**src/hw/rtl/tpg_pkg.sv**
```systemverilog
`timescale 1ns / 1ps
// ----------------------------------------------------------------------------
// Tone pattern generator package
// Shared types, fixed constants and divider interface structs.
// ----------------------------------------------------------------------------
package tpg_pkg;

   localparam int REQ_TDATA_W = 64;
   localparam int RSP_TDATA_W = 40;
   localparam int CSR_INDEX_W = 3;
   localparam int CSR_DATA_W  = 16;

   localparam int DIVIDEND_W = 32;
   localparam int DIVISOR_W  = 17;
   localparam int DIV_CNT_W  = $clog2(DIVIDEND_W);

   localparam logic [3:0]  VOLUME_MAX       = 4'd10;
   localparam logic [3:0]  VOLUME_MIN       = 4'd1;
   localparam logic [15:0] DEFAULT_PITCH_HZ = 16'd2000;
   localparam int          ALARM_BEEP_MS    = 2000;
   localparam int          ALARM_NOISE_MS   = 1000;
   localparam int          ALARM_PULSE_MS   = 100;

   localparam logic [16:0] ALARM_BEEP_LIM   = 17'(ALARM_BEEP_MS);
   localparam logic [16:0] ALARM_CYCLE_MS   = 17'(ALARM_BEEP_MS + ALARM_NOISE_MS);
   localparam logic [16:0] ALARM_PULSE_LIM  = 17'(ALARM_PULSE_MS);
   localparam logic [16:0] ALARM_PULSE2_MS  = 17'(2 * ALARM_PULSE_MS);

   localparam logic [15:0] BEEP_MS          = 16'd200;
   localparam logic [15:0] NOISE_LOW_HZ     = 16'd100;
   localparam logic [16:0] NOISE_SPAN_HZ    = 17'(10000 - 100);
   localparam logic [9:0]  INTENSITY_FULL   = 10'd1000;
   localparam logic [4:0]  LEVEL_CAP        = 5'd10;

   typedef enum logic [2:0] {
      OP_HIGHER  = 3'd0,
      OP_LOWER   = 3'd1,
      OP_LOUDER  = 3'd2,
      OP_QUIETER = 3'd3,
      OP_BEEP    = 3'd4,
      OP_ALERT   = 3'd5,
      OP_ALARM   = 3'd6,
      OP_OFF     = 3'd7
   } opcode_type;

   typedef enum logic [2:0] {
      CSR_PITCH_MIN    = 3'd0,
      CSR_PITCH_MAX    = 3'd1,
      CSR_PITCH_STEP   = 3'd2,
      CSR_PERIOD_START = 3'd3,
      CSR_PERIOD_END   = 3'd4,
      CSR_ON_START     = 3'd5,
      CSR_ON_END       = 3'd6,
      CSR_ALARM_TONE   = 3'd7
   } csr_index_type;

   typedef enum logic [3:0] {
      ST_IDLE,
      ST_DIV_LEVEL,
      ST_DIV_PERIOD,
      ST_DIV_ON,
      ST_MOD_PHASE,
      ST_MOD_CYCLE,
      ST_MOD_PULSE,
      ST_MOD_NOISE,
      ST_EMIT
   } state_type;

   typedef struct packed {
      logic                  start;
      logic [DIVIDEND_W-1:0] dividend;
      logic [DIVISOR_W-1:0]  divisor;
   } div_req_type;

   typedef struct packed {
      logic                  busy;
      logic                  done;
      logic [DIVIDEND_W-1:0] quotient;
      logic [DIVISOR_W-1:0]  remainder;
   } div_rsp_type;

endpackage

```
**src/hw/rtl/tone_pattern_generator.sv**
```systemverilog
`timescale 1ns / 1ps
// ----------------------------------------------------------------------------
// Tone pattern generator
// Speaker drive word generator with pitch and volume state.
// ----------------------------------------------------------------------------
//  channel | direction | handshake           | payload
//  req     | in        | req_tvalid/tready   | tuser opcode, tdata operands
//  rsp     | out       | rsp_tvalid/tready   | tuser drive flag, tdata tone
//  csr     | in        | csr_wen             | csr_index, csr_wdata
//
//  Adjust, beep and off requests go straight to the emit state; alarm runs
//  the shared 32-step divider twice and alert four times (three with a zero
//  period).
//  req_tready is high only when the sequencer is idle; a finished result
//  waits in the output register while the next request is taken.
//  Reset is synchronous and restores pitch, volume, the CSRs, the state and rsp_tvalid.
// ----------------------------------------------------------------------------
module tone_pattern_generator (
   input  logic                              clock,
   input  logic                              reset,
   input  logic                              req_tvalid,
   output logic                              req_tready,
   // [2:0] opcode
   input  logic [2:0]                        req_tuser,
   // [9:0] intensity, [41:10] time_ms, [57:42] random_word, [63:58] zero
   input  logic [tpg_pkg::REQ_TDATA_W-1:0]   req_tdata,
   output logic                              rsp_tvalid,
   input  logic                              rsp_tready,
   // [0] drive_change
   output logic                              rsp_tuser,
   // [0] tone_on, [16:1] tone_hz, [20:17] tone_level, [36:21] duration_ms,
   // [39:37] zero
   output logic [tpg_pkg::RSP_TDATA_W-1:0]   rsp_tdata,
   input  logic                              csr_wen,
   input  logic [tpg_pkg::CSR_INDEX_W-1:0]   csr_index,
   input  logic [tpg_pkg::CSR_DATA_W-1:0]    csr_wdata
);

   tpg_pkg::state_type state_ff, state_in;

   logic [15:0] pitch_ff, pitch_in;
   logic [3:0]  volume_ff, volume_in;

   logic [15:0] pitch_min_ff, pitch_max_ff, period_start_ff, period_end_ff;
   logic [15:0] on_start_ff, on_end_ff, alarm_tone_ff;
   logic [11:0] pitch_step_ff;

   logic [9:0]  xi_ff, xi_in;
   logic [31:0] time_ff, time_in;
   logic [15:0] rand_ff, rand_in;
   logic [3:0]  level_ff, level_in;
   logic [16:0] per_ff, per_in;
   logic [16:0] len_ff, len_in;
   logic [16:0] cyc_ff, cyc_in;

   logic        w_drive_ff, w_drive_in;
   logic        w_tone_ff, w_tone_in;
   logic [15:0] w_hz_ff, w_hz_in;
   logic [3:0]  w_level_ff, w_level_in;
   logic [15:0] w_dur_ff, w_dur_in;

   logic                            rsp_valid_ff, rsp_valid_in;
   logic                            rsp_user_ff, rsp_user_in;
   logic [tpg_pkg::RSP_TDATA_W-1:0] rsp_data_ff, rsp_data_in;

   tpg_pkg::div_req_type div_req;
   tpg_pkg::div_rsp_type div_rsp;

   logic               accept;
   tpg_pkg::opcode_type op;
   logic [9:0]         req_intensity;
   logic [16:0]        pitch_sum;
   logic [16:0]        pitch_floor;
   logic [4:0]         vol_up;
   logic [15:0]        map_from, map_to;
   logic signed [17:0] map_diff;
   logic signed [28:0] map_prod;
   logic [28:0]        map_mag;
   logic [16:0]        map_q;
   logic [17:0]        map_val;
   logic [13:0]        lvl_prod;
   logic [4:0]         lvl_sum;
   logic               div_idle;
   logic               emit_load;

   tpg_divider u_divider (
      .clock   (clock),
      .reset   (reset),
      .div_req (div_req),
      .div_rsp (div_rsp)
   );

   assign req_tready    = state_ff == tpg_pkg::ST_IDLE;
   assign accept        = req_tvalid && req_tready;
   assign op            = tpg_pkg::opcode_type'(req_tuser);
   assign req_intensity = req_tdata[9:0];

   always_comb begin
      pitch_sum   = {1'b0, pitch_ff} + {5'b0, pitch_step_ff};
      pitch_floor = {5'b0, pitch_step_ff} + {1'b0, pitch_min_ff};
      vol_up      = {1'b0, volume_ff} + 5'd1;

      map_from = (state_ff == tpg_pkg::ST_DIV_ON) ? on_start_ff : period_start_ff;
      map_to   = (state_ff == tpg_pkg::ST_DIV_ON) ? on_end_ff : period_end_ff;
      map_diff = $signed({2'b0, map_to}) + 18'sd1 - $signed({2'b0, map_from});
      map_prod = $signed({1'b0, xi_ff}) * map_diff;
      map_mag  = map_prod[28] ? 29'(-map_prod) : 29'(map_prod);
      map_q    = div_rsp.quotient[16:0];
      map_val  = map_diff[17] ? ({2'b0, map_from} - {1'b0, map_q})
                              : ({2'b0, map_from} + {1'b0, map_q});

      lvl_prod = xi_ff * volume_ff;
      lvl_sum  = {1'b0, div_rsp.quotient[3:0]} + 5'd1;
      div_idle = !div_rsp.busy && !div_rsp.done;
      emit_load = (state_ff == tpg_pkg::ST_EMIT) && (!rsp_valid_ff || rsp_tready);
   end

   always_comb begin
      state_in   = state_ff;
      pitch_in   = pitch_ff;
      volume_in  = volume_ff;
      xi_in      = xi_ff;
      time_in    = time_ff;
      rand_in    = rand_ff;
      level_in   = level_ff;
      per_in     = per_ff;
      len_in     = len_ff;
      cyc_in     = cyc_ff;
      w_drive_in = w_drive_ff;
      w_tone_in  = w_tone_ff;
      w_hz_in    = w_hz_ff;
      w_level_in = w_level_ff;
      w_dur_in   = w_dur_ff;

      div_req.start    = 1'b0;
      div_req.dividend = '0;
      div_req.divisor  = 17'(tpg_pkg::INTENSITY_FULL);

      case (state_ff)
         tpg_pkg::ST_IDLE: begin
            if (accept) begin
               xi_in      = (req_intensity > tpg_pkg::INTENSITY_FULL) ?
                            tpg_pkg::INTENSITY_FULL : req_intensity;
               time_in    = req_tdata[41:10];
               rand_in    = req_tdata[57:42];
               w_drive_in = 1'b1;
               w_tone_in  = 1'b0;
               w_hz_in    = '0;
               w_level_in = '0;
               w_dur_in   = '0;
               state_in   = tpg_pkg::ST_EMIT;
               case (op)
                  tpg_pkg::OP_HIGHER: begin
                     w_drive_in = 1'b0;
                     pitch_in   = (pitch_sum < {1'b0, pitch_max_ff}) ?
                                  pitch_sum[15:0] : pitch_max_ff;
                  end
                  tpg_pkg::OP_LOWER: begin
                     w_drive_in = 1'b0;
                     pitch_in   = ({1'b0, pitch_ff} > pitch_floor) ?
                                  16'(pitch_ff - {4'b0, pitch_step_ff}) : pitch_min_ff;
                  end
                  tpg_pkg::OP_LOUDER: begin
                     w_drive_in = 1'b0;
                     volume_in  = (vol_up < {1'b0, tpg_pkg::VOLUME_MAX}) ?
                                  vol_up[3:0] : tpg_pkg::VOLUME_MAX;
                  end
                  tpg_pkg::OP_QUIETER: begin
                     w_drive_in = 1'b0;
                     volume_in  = ({1'b0, volume_ff} > ({1'b0, tpg_pkg::VOLUME_MIN} + 5'd1)) ?
                                  4'(volume_ff - 4'd1) : tpg_pkg::VOLUME_MIN;
                  end
                  tpg_pkg::OP_BEEP: begin
                     w_tone_in  = 1'b1;
                     w_hz_in    = pitch_ff;
                     w_level_in = volume_ff;
                     w_dur_in   = tpg_pkg::BEEP_MS;
                  end
                  tpg_pkg::OP_ALERT: state_in = tpg_pkg::ST_DIV_LEVEL;
                  tpg_pkg::OP_ALARM: state_in = tpg_pkg::ST_MOD_CYCLE;
                  tpg_pkg::OP_OFF: ;
                  default: ;
               endcase
            end
         end
         tpg_pkg::ST_DIV_LEVEL: begin
            div_req.start    = div_idle;
            div_req.dividend = {18'b0, lvl_prod};
            if (div_rsp.done) begin
               level_in = (lvl_sum > tpg_pkg::LEVEL_CAP) ? tpg_pkg::LEVEL_CAP[3:0] : lvl_sum[3:0];
               state_in = tpg_pkg::ST_DIV_PERIOD;
            end
         end
         tpg_pkg::ST_DIV_PERIOD: begin
            div_req.start    = div_idle;
            div_req.dividend = {3'b0, map_mag};
            if (div_rsp.done) begin
               per_in   = map_val[16:0];
               state_in = tpg_pkg::ST_DIV_ON;
            end
         end
         tpg_pkg::ST_DIV_ON: begin
            div_req.start    = div_idle;
            div_req.dividend = {3'b0, map_mag};
            if (div_rsp.done) begin
               len_in   = map_val[16:0];
               state_in = tpg_pkg::ST_MOD_PHASE;
            end
         end
         tpg_pkg::ST_MOD_PHASE: begin
            div_req.dividend = time_ff;
            div_req.divisor  = per_ff;
            if (per_ff == '0) begin
               w_tone_in = len_ff != '0;
               state_in  = tpg_pkg::ST_EMIT;
            end else begin
               div_req.start = div_idle;
               if (div_rsp.done) begin
                  w_tone_in = div_rsp.remainder < len_ff;
                  state_in  = tpg_pkg::ST_EMIT;
               end
            end
            w_hz_in    = w_tone_in ? pitch_ff : '0;
            w_level_in = w_tone_in ? level_ff : '0;
         end
         tpg_pkg::ST_MOD_CYCLE: begin
            div_req.start    = div_idle;
            div_req.dividend = time_ff;
            div_req.divisor  = tpg_pkg::ALARM_CYCLE_MS;
            if (div_rsp.done) begin
               cyc_in   = div_rsp.remainder;
               state_in = (div_rsp.remainder <= tpg_pkg::ALARM_BEEP_LIM) ?
                          tpg_pkg::ST_MOD_PULSE : tpg_pkg::ST_MOD_NOISE;
            end
         end
         tpg_pkg::ST_MOD_PULSE: begin
            div_req.start    = div_idle;
            div_req.dividend = {15'b0, cyc_ff};
            div_req.divisor  = tpg_pkg::ALARM_PULSE2_MS;
            if (div_rsp.done) begin
               w_tone_in  = div_rsp.remainder > tpg_pkg::ALARM_PULSE_LIM;
               w_hz_in    = w_tone_in ? alarm_tone_ff : '0;
               w_level_in = w_tone_in ? tpg_pkg::VOLUME_MAX : '0;
               state_in   = tpg_pkg::ST_EMIT;
            end
         end
         tpg_pkg::ST_MOD_NOISE: begin
            div_req.start    = div_idle;
            div_req.dividend = {16'b0, rand_ff};
            div_req.divisor  = tpg_pkg::NOISE_SPAN_HZ;
            if (div_rsp.done) begin
               w_tone_in  = 1'b1;
               w_hz_in    = tpg_pkg::NOISE_LOW_HZ + div_rsp.remainder[15:0];
               w_level_in = tpg_pkg::VOLUME_MAX;
               state_in   = tpg_pkg::ST_EMIT;
            end
         end
         tpg_pkg::ST_EMIT: begin
            if (emit_load) begin
               state_in = tpg_pkg::ST_IDLE;
            end
         end
         default: state_in = tpg_pkg::ST_IDLE;
      endcase
   end

   always_comb begin
      rsp_valid_in = rsp_valid_ff && !rsp_tready;
      rsp_user_in  = rsp_user_ff;
      rsp_data_in  = rsp_data_ff;
      if (emit_load) begin
         rsp_valid_in = 1'b1;
         rsp_user_in  = w_drive_ff;
         rsp_data_in  = {3'b0, w_dur_ff, w_level_ff, w_hz_ff, w_tone_ff};
      end
   end

   always_ff @(posedge clock) begin
      if (reset) begin
         state_ff        <= tpg_pkg::ST_IDLE;
         pitch_ff        <= tpg_pkg::DEFAULT_PITCH_HZ;
         volume_ff       <= tpg_pkg::VOLUME_MAX;
         rsp_valid_ff    <= 1'b0;
         pitch_min_ff    <= 16'd200;
         pitch_max_ff    <= 16'd8000;
         pitch_step_ff   <= 12'd100;
         period_start_ff <= 16'd1000;
         period_end_ff   <= 16'd200;
         on_start_ff     <= 16'd50;
         on_end_ff       <= 16'd150;
         alarm_tone_ff   <= 16'd3000;
      end else begin
         state_ff     <= state_in;
         pitch_ff     <= pitch_in;
         volume_ff    <= volume_in;
         rsp_valid_ff <= rsp_valid_in;
         if (csr_wen) begin
            case (tpg_pkg::csr_index_type'(csr_index))
               tpg_pkg::CSR_PITCH_MIN:    pitch_min_ff    <= csr_wdata;
               tpg_pkg::CSR_PITCH_MAX:    pitch_max_ff    <= csr_wdata;
               tpg_pkg::CSR_PITCH_STEP:   pitch_step_ff   <= csr_wdata[11:0];
               tpg_pkg::CSR_PERIOD_START: period_start_ff <= csr_wdata;
               tpg_pkg::CSR_PERIOD_END:   period_end_ff   <= csr_wdata;
               tpg_pkg::CSR_ON_START:     on_start_ff     <= csr_wdata;
               tpg_pkg::CSR_ON_END:       on_end_ff       <= csr_wdata;
               tpg_pkg::CSR_ALARM_TONE:   alarm_tone_ff   <= csr_wdata;
               default: ;
            endcase
         end
      end
   end

   always_ff @(posedge clock) begin
      xi_ff       <= xi_in;
      time_ff     <= time_in;
      rand_ff     <= rand_in;
      level_ff    <= level_in;
      per_ff      <= per_in;
      len_ff      <= len_in;
      cyc_ff      <= cyc_in;
      w_drive_ff  <= w_drive_in;
      w_tone_ff   <= w_tone_in;
      w_hz_ff     <= w_hz_in;
      w_level_ff  <= w_level_in;
      w_dur_ff    <= w_dur_in;
      rsp_user_ff <= rsp_user_in;
      rsp_data_ff <= rsp_data_in;
   end

   assign rsp_tvalid = rsp_valid_ff;
   assign rsp_tuser  = rsp_user_ff;
   assign rsp_tdata  = rsp_data_ff;

endmodule

```
**src/hw/rtl/tpg_divider.sv**
```systemverilog
`timescale 1ns / 1ps
// ----------------------------------------------------------------------------
// Tone pattern generator divider
// Restoring radix-2 divider, one quotient bit per cycle, shared by all jobs.
// ----------------------------------------------------------------------------
module tpg_divider (
   input  logic                 clock,
   input  logic                 reset,
   input  tpg_pkg::div_req_type div_req,
   output tpg_pkg::div_rsp_type div_rsp
);

   logic                          busy_ff, busy_in;
   logic                          done_ff, done_in;
   logic [tpg_pkg::DIV_CNT_W-1:0] cnt_ff, cnt_in;
   logic [tpg_pkg::DIVIDEND_W-1:0] quo_ff, quo_in;
   logic [tpg_pkg::DIVISOR_W-1:0]  rem_ff, rem_in;
   logic [tpg_pkg::DIVISOR_W-1:0]  dvs_ff, dvs_in;

   logic [tpg_pkg::DIVISOR_W:0] trial;
   logic [tpg_pkg::DIVISOR_W:0] trial_sub;
   logic                        fits;
   logic                        last_step;

   always_comb begin
      trial     = {rem_ff, quo_ff[tpg_pkg::DIVIDEND_W-1]};
      fits      = trial >= {1'b0, dvs_ff};
      trial_sub = trial - {1'b0, dvs_ff};
      last_step = cnt_ff == tpg_pkg::DIV_CNT_W'(tpg_pkg::DIVIDEND_W - 1);

      busy_in = busy_ff;
      done_in = 1'b0;
      cnt_in  = cnt_ff;
      quo_in  = quo_ff;
      rem_in  = rem_ff;
      dvs_in  = dvs_ff;
      if (div_req.start && !busy_ff) begin
         busy_in = 1'b1;
         cnt_in  = '0;
         quo_in  = div_req.dividend;
         rem_in  = '0;
         dvs_in  = div_req.divisor;
      end else if (busy_ff) begin
         quo_in = {quo_ff[tpg_pkg::DIVIDEND_W-2:0], fits};
         rem_in = fits ? trial_sub[tpg_pkg::DIVISOR_W-1:0] : trial[tpg_pkg::DIVISOR_W-1:0];
         cnt_in = cnt_ff + 1'b1;
         if (last_step) begin
            busy_in = 1'b0;
            done_in = 1'b1;
         end
      end
   end

   always_ff @(posedge clock) begin
      if (reset) begin
         busy_ff <= 1'b0;
         done_ff <= 1'b0;
         cnt_ff  <= '0;
      end else begin
         busy_ff <= busy_in;
         done_ff <= done_in;
         cnt_ff  <= cnt_in;
      end
   end

   always_ff @(posedge clock) begin
      quo_ff <= quo_in;
      rem_ff <= rem_in;
      dvs_ff <= dvs_in;
   end

   assign div_rsp.busy      = busy_ff;
   assign div_rsp.done      = done_ff;
   assign div_rsp.quotient  = quo_ff;
   assign div_rsp.remainder = rem_ff;

endmodule

```
**config.mk**
```make
export PLATFORM = sky130hd
export DESIGN_NAME = tone_pattern_generator
export DESIGN_NICKNAME = d
export VERILOG_FILES = /design/src/hw/rtl/tpg_pkg.sv /design/src/hw/rtl/tone_pattern_generator.sv /design/src/hw/rtl/tpg_divider.sv
export SDC_FILE = /design/constraint.sdc
export NUM_CORES = 2
export LEC_CHECK = 0
export BUFFER_PORTS_ARGS = -buffer_cell sky130_fd_sc_hd__buf_4
export CAP_MARGIN = 20
export CORE_MARGIN = 5
export CORE_UTILIZATION = 69
export DETAILED_ROUTE_END_ITERATION = 12
export PLACE_DENSITY = 0.88
export SKIP_CTS_REPAIR_TIMING = 1
export SYNTH_ARGS = -nofsm -noshare
export SYNTH_HDL_FRONTEND = slang
export SYNTH_SLANG_ARGS = --single-unit
```
**constraint.sdc**
```tcl
create_clock -name clock -period 29.6 [get_ports clock]
set_clock_uncertainty 0.2 [all_clocks]
set_input_delay 5.92 -clock clock [delete_from_list [all_inputs] [get_ports clock]]
set_output_delay 5.92 -clock clock [all_outputs]
set_load 0.01 [all_outputs]
```
==> results.md <==
Status:
- The flow ran to the end, and the final reports show no timing, DRC or antenna violations.

STA:
- At the pin with the least slew margin, the transition time is 1.21 ns.
- The post-route clock period utilization is 0.390.
- The number of pins with negative max-slew slack in the final report was 0.
- After layout, the minimum clock period comes to ~12 ns.
- The remaining max-slew budget at the tightest pin is 0.183.
- In the final timing run, aggregate negative setup slack is 0 ns.
- The count of final setup violators is 0.
- The final count of hold timing violations is 0.
- Derived from the worst setup path, the maximum achievable clock frequency is about 87 MHz.
- Setup repair after global routing left no endpoint under its margin.

Setup path:
- Of all nets on the critical path, the largest fanout is 45.
- The slowest stage of the critical path belongs to the cell mux2i_1.
- The number of cells traversed by the worst register-to-register path is 31.
- For flop-to-flop paths, the worst setup slack is ~18 ns.
- The largest single stage delay on the critical path is 0.92 ns.
- The cell family with the largest share of critical-path delay is adder cells.
- The critical path's most frequent cell is fa_1.
- The worst register-to-register path begins at state_ff[1].
- The type of the worst setup path is reg -> reg.
- The endpoint required time on the critical path is 29.70 ns.
- The startpoint kind of the worst setup timing path is a register.
- The endpoint identified for the worst register-to-register timing path is u_divider.quo_ff[16].
- Data arrives at the worst endpoint at around 12 ns.
- The count of buffering cells on the critical path with inverters included is 4.
- STA classifies the critical path endpoint as a register.

Yosys:
- The synthesized design contains approximately 210 enable-type register cells.
- The cell area after technology mapping is a little over 30000 um^2.
- Synthesis inferred 381 register bits.
- For this run, the leading register cell type out of synthesis is edfxtp_1.
- The share of synthesized registers carrying an async set or reset is 0.
- After synthesis, the netlist uses 98 different library cells.
- The sequential element share of the synthesized area is 0.315.
- A synthesized cell averages 9.00 um^2.
- The number of synthesis warnings is 0.
- The synthesized instance count is between 3000 and 4000.

Layout:
- The net count of the finished layout is 3960.
- Counting the fill cells in the layout gives 3021.
- In the final layout, the share of cells above drive strength 1 is 0.0825.
- The most common cell after layout, fill and taps aside is nand2_1.
- Leaving out fill and tap cells, the most frequent cells in the layout are nand2_1, inv_1, ha_1, a21oi_1, edfxtp_1.
- The relative area change from synthesis to final layout is 7.93%.

Global routing:
- The global-route wire length before repair is 136000 um.
- The met3 layer usage reported by global route is 0.0462.
- The total overflow left after global routing is 0.
- The overall fraction of global-route tracks in use is 0.342.
- The global routing met1 resource utilization is 0.409.
- The initial antenna violation count was 0.
- Entering global routing, the biggest net connects 62 pins.
- The number of global-route vias before repair was ~26000.
- The met2 usage in global routing is 0.583.
- The layer flagged by global routing as most heavily used is met2.

Clocking:
- The number of CTS-inserted buffers is between 40 and 50.
- The number of H-tree levels is 2.
- The root buffer cell is clkbuf_16.
- The clock net in this run drives a total of ~380 sinks.
- The number of buffers on the longest clock path is 3.
- Clock-pin slew was measured on the worst setup and hold paths at roughly 0.060 ns.
- TritonCTS built the clock tree.
- The clock reaches the later pin of the worst-skew pair after between 0.5 and 0.6 ns.

Place:
- Buffers placed on the I/O ports in this run total roughly 110.
- The half-perimeter wire length of the detailed placement result is roughly 64000 um.
- Routability-driven placement finished with a final weighted congestion of roughly 0.95.

Detailed routing:
- The first routing iteration left 2770 violations.
- Dividing the detail-routed wire length by the instance count gives 21.1 um.
- In this run the remaining antenna-violating nets after routing total 0.
- The detailed router placed approximately 26000 vias in this run.
- Dividing the detail-routed via count by the number of cells gives around 6.4.
- The total iterations of the first detailed-routing run is 8.
- After detailed routing, the total wire length is ~86000 um.
- After detailed routing, the number of remaining DRC violations is 0.

Job:
- The max-capacitance violation count is 0.

Floorplan:
- The initial standard-cell utilization of the core is 0.697.
- In this run the core area contains 77 standard-cell rows.
- The die covers between 40000 and 50000 um^2.
- The number of placed I/O pins is 134.
- The die is ~220 um wide.
- The height of the die is around 220 um.
- The core region is 44200 um^2.

Hold path:
- The hold-critical path endpoint is rsp_tdata[8].
- The depth of the worst hold-timing path is 0.
- The tightest min-delay check is of the reg -> reg type.
- The launch point of the worst hold path is w_hz_ff[7].
[layout make-up]
| class | count | area [um^2] | share of cell area |
|---|---|---|---|
| multi-input combinational | 2525 | 19100 | 0.573 |
| sequential | 381 | 9710 | 0.292 |
| inverter | 357 | 1340 | 0.0403 |
| clock buffer | 50 | 1100 | 0.0331 |
| timing repair buffer | 141 | 1070 | 0.0323 |
| tap | 592 | 741 | 0.0223 |
| clock inverter | 23 | 224 | 0.00673 |
| antenna | 1 | 2.50 | 0.0000752 |
[logic make-up after synthesis]
logic type / synth area share
and+or+nand+nor: 0.176
AOI/OAI and AO/OA: 0.145
buffers and inverters: 0.0692
adders and majority gates: 0.216
DFF: 0.315
xor gates and xnor gates: 0.0459
muxes: 0.0334
other: 0.000122
[registers in the layout, summed over array words and instances, names as in the netlist, 17 cells and up]
| register | cells |
|---|---|
| time_ff | 32 |
| u_divider.quo_ff | 32 |
| rsp_tdata | 22 |
| cyc_ff | 17 |
| len_ff | 17 |
| per_ff | 17 |
| u_divider.dvs_ff | 17 |
| u_divider.rem_ff | 17 |
[worst max-delay path by stage]
stage / start / to / slack, ns / cells past startpoint
floorplan: state_ff[1] / u_divider.quo_ff[27] / 19.89 / 38
detailed placement: state_ff[1] / u_divider.quo_ff[16] / 18.28 / 35
global route: state_ff[1] / u_divider.quo_ff[12] / 17.40 / 35
finish: state_ff[1] / u_divider.quo_ff[16] / 18.04 / 31
CTS: state_ff[1] / u_divider.quo_ff[16] / 18.23 / 35
global placement: state_ff[1] / u_divider.quo_ff[16] / 18.49 / 33
[cell usage after synthesis (49+ instances only)]
cell type / number / area [um^2]
nor3_1: 53 / 265
a21oi_1: 224 / 1120
fa_1: 183 / 3660
and2_1: 126 / 788
nand2b_1: 49 / 307
xor2_1: 61 / 534
xnor2_1: 98 / 858
inv_1: 356 / 1340
nand3_1: 71 / 355
mux2i_1: 58 / 581
a21o_1: 50 / 375
dfxtp_1: 173 / 3460
nand2_1: 490 / 1840
nor2_1: 176 / 661
ha_1: 239 / 2990
o21ai_0: 139 / 696
edfxtp_1: 208 / 6250
clkbuf_1: 125 / 469
[per-stage QoR]
| step | utilization | area, um^2 | cells | setup WS [ns] | hold WS (ns) |
|---|---|---|---|---|---|
| 2_1_floorplan | - | 30900 | 3441 | 19.89 | 0.200 |
| 5_1_grt | 0.752 | 33300 | 4069 | 17.40 | 0.224 |
| 6_report | 0.752 | 33300 | 4070 | 18.04 | 0.219 |
| 3_5_place_dp | 0.721 | 31900 | 3989 | 18.28 | 0.205 |
| 4_1_cts | 0.751 | 33200 | 4062 | 18.23 | 0.220 |
| 3_3_place_gp | 0.721 | 31900 | 3988 | 18.49 | 0.206 |
[worst reg2reg max path: cells and delay by family, from the launching register on]
family	cells	cell delay [ns]
buffers and inverters	4	0.95
adder cells (fa/ha/maj)	7	3.39
AO/OA/AOI/OAI	8	2.09
AND/OR/NAND/NOR	8	2.14
flip-flops	1	0.32
XOR/XNOR	3	1.23
multiplexers	1	0.96
[per-layer routing]
layer / share of wire / vias to the layer above
li1: - / 11700
met1: 0.36 / 12400
met2: 0.48 / 1334
met3: 0.078 / 384
met4: 0.075 / 0
met5: 0 / -
Power is not shown: default switching activity piles up to over one toggle a cycle in this logic, so the estimate is an artifact.
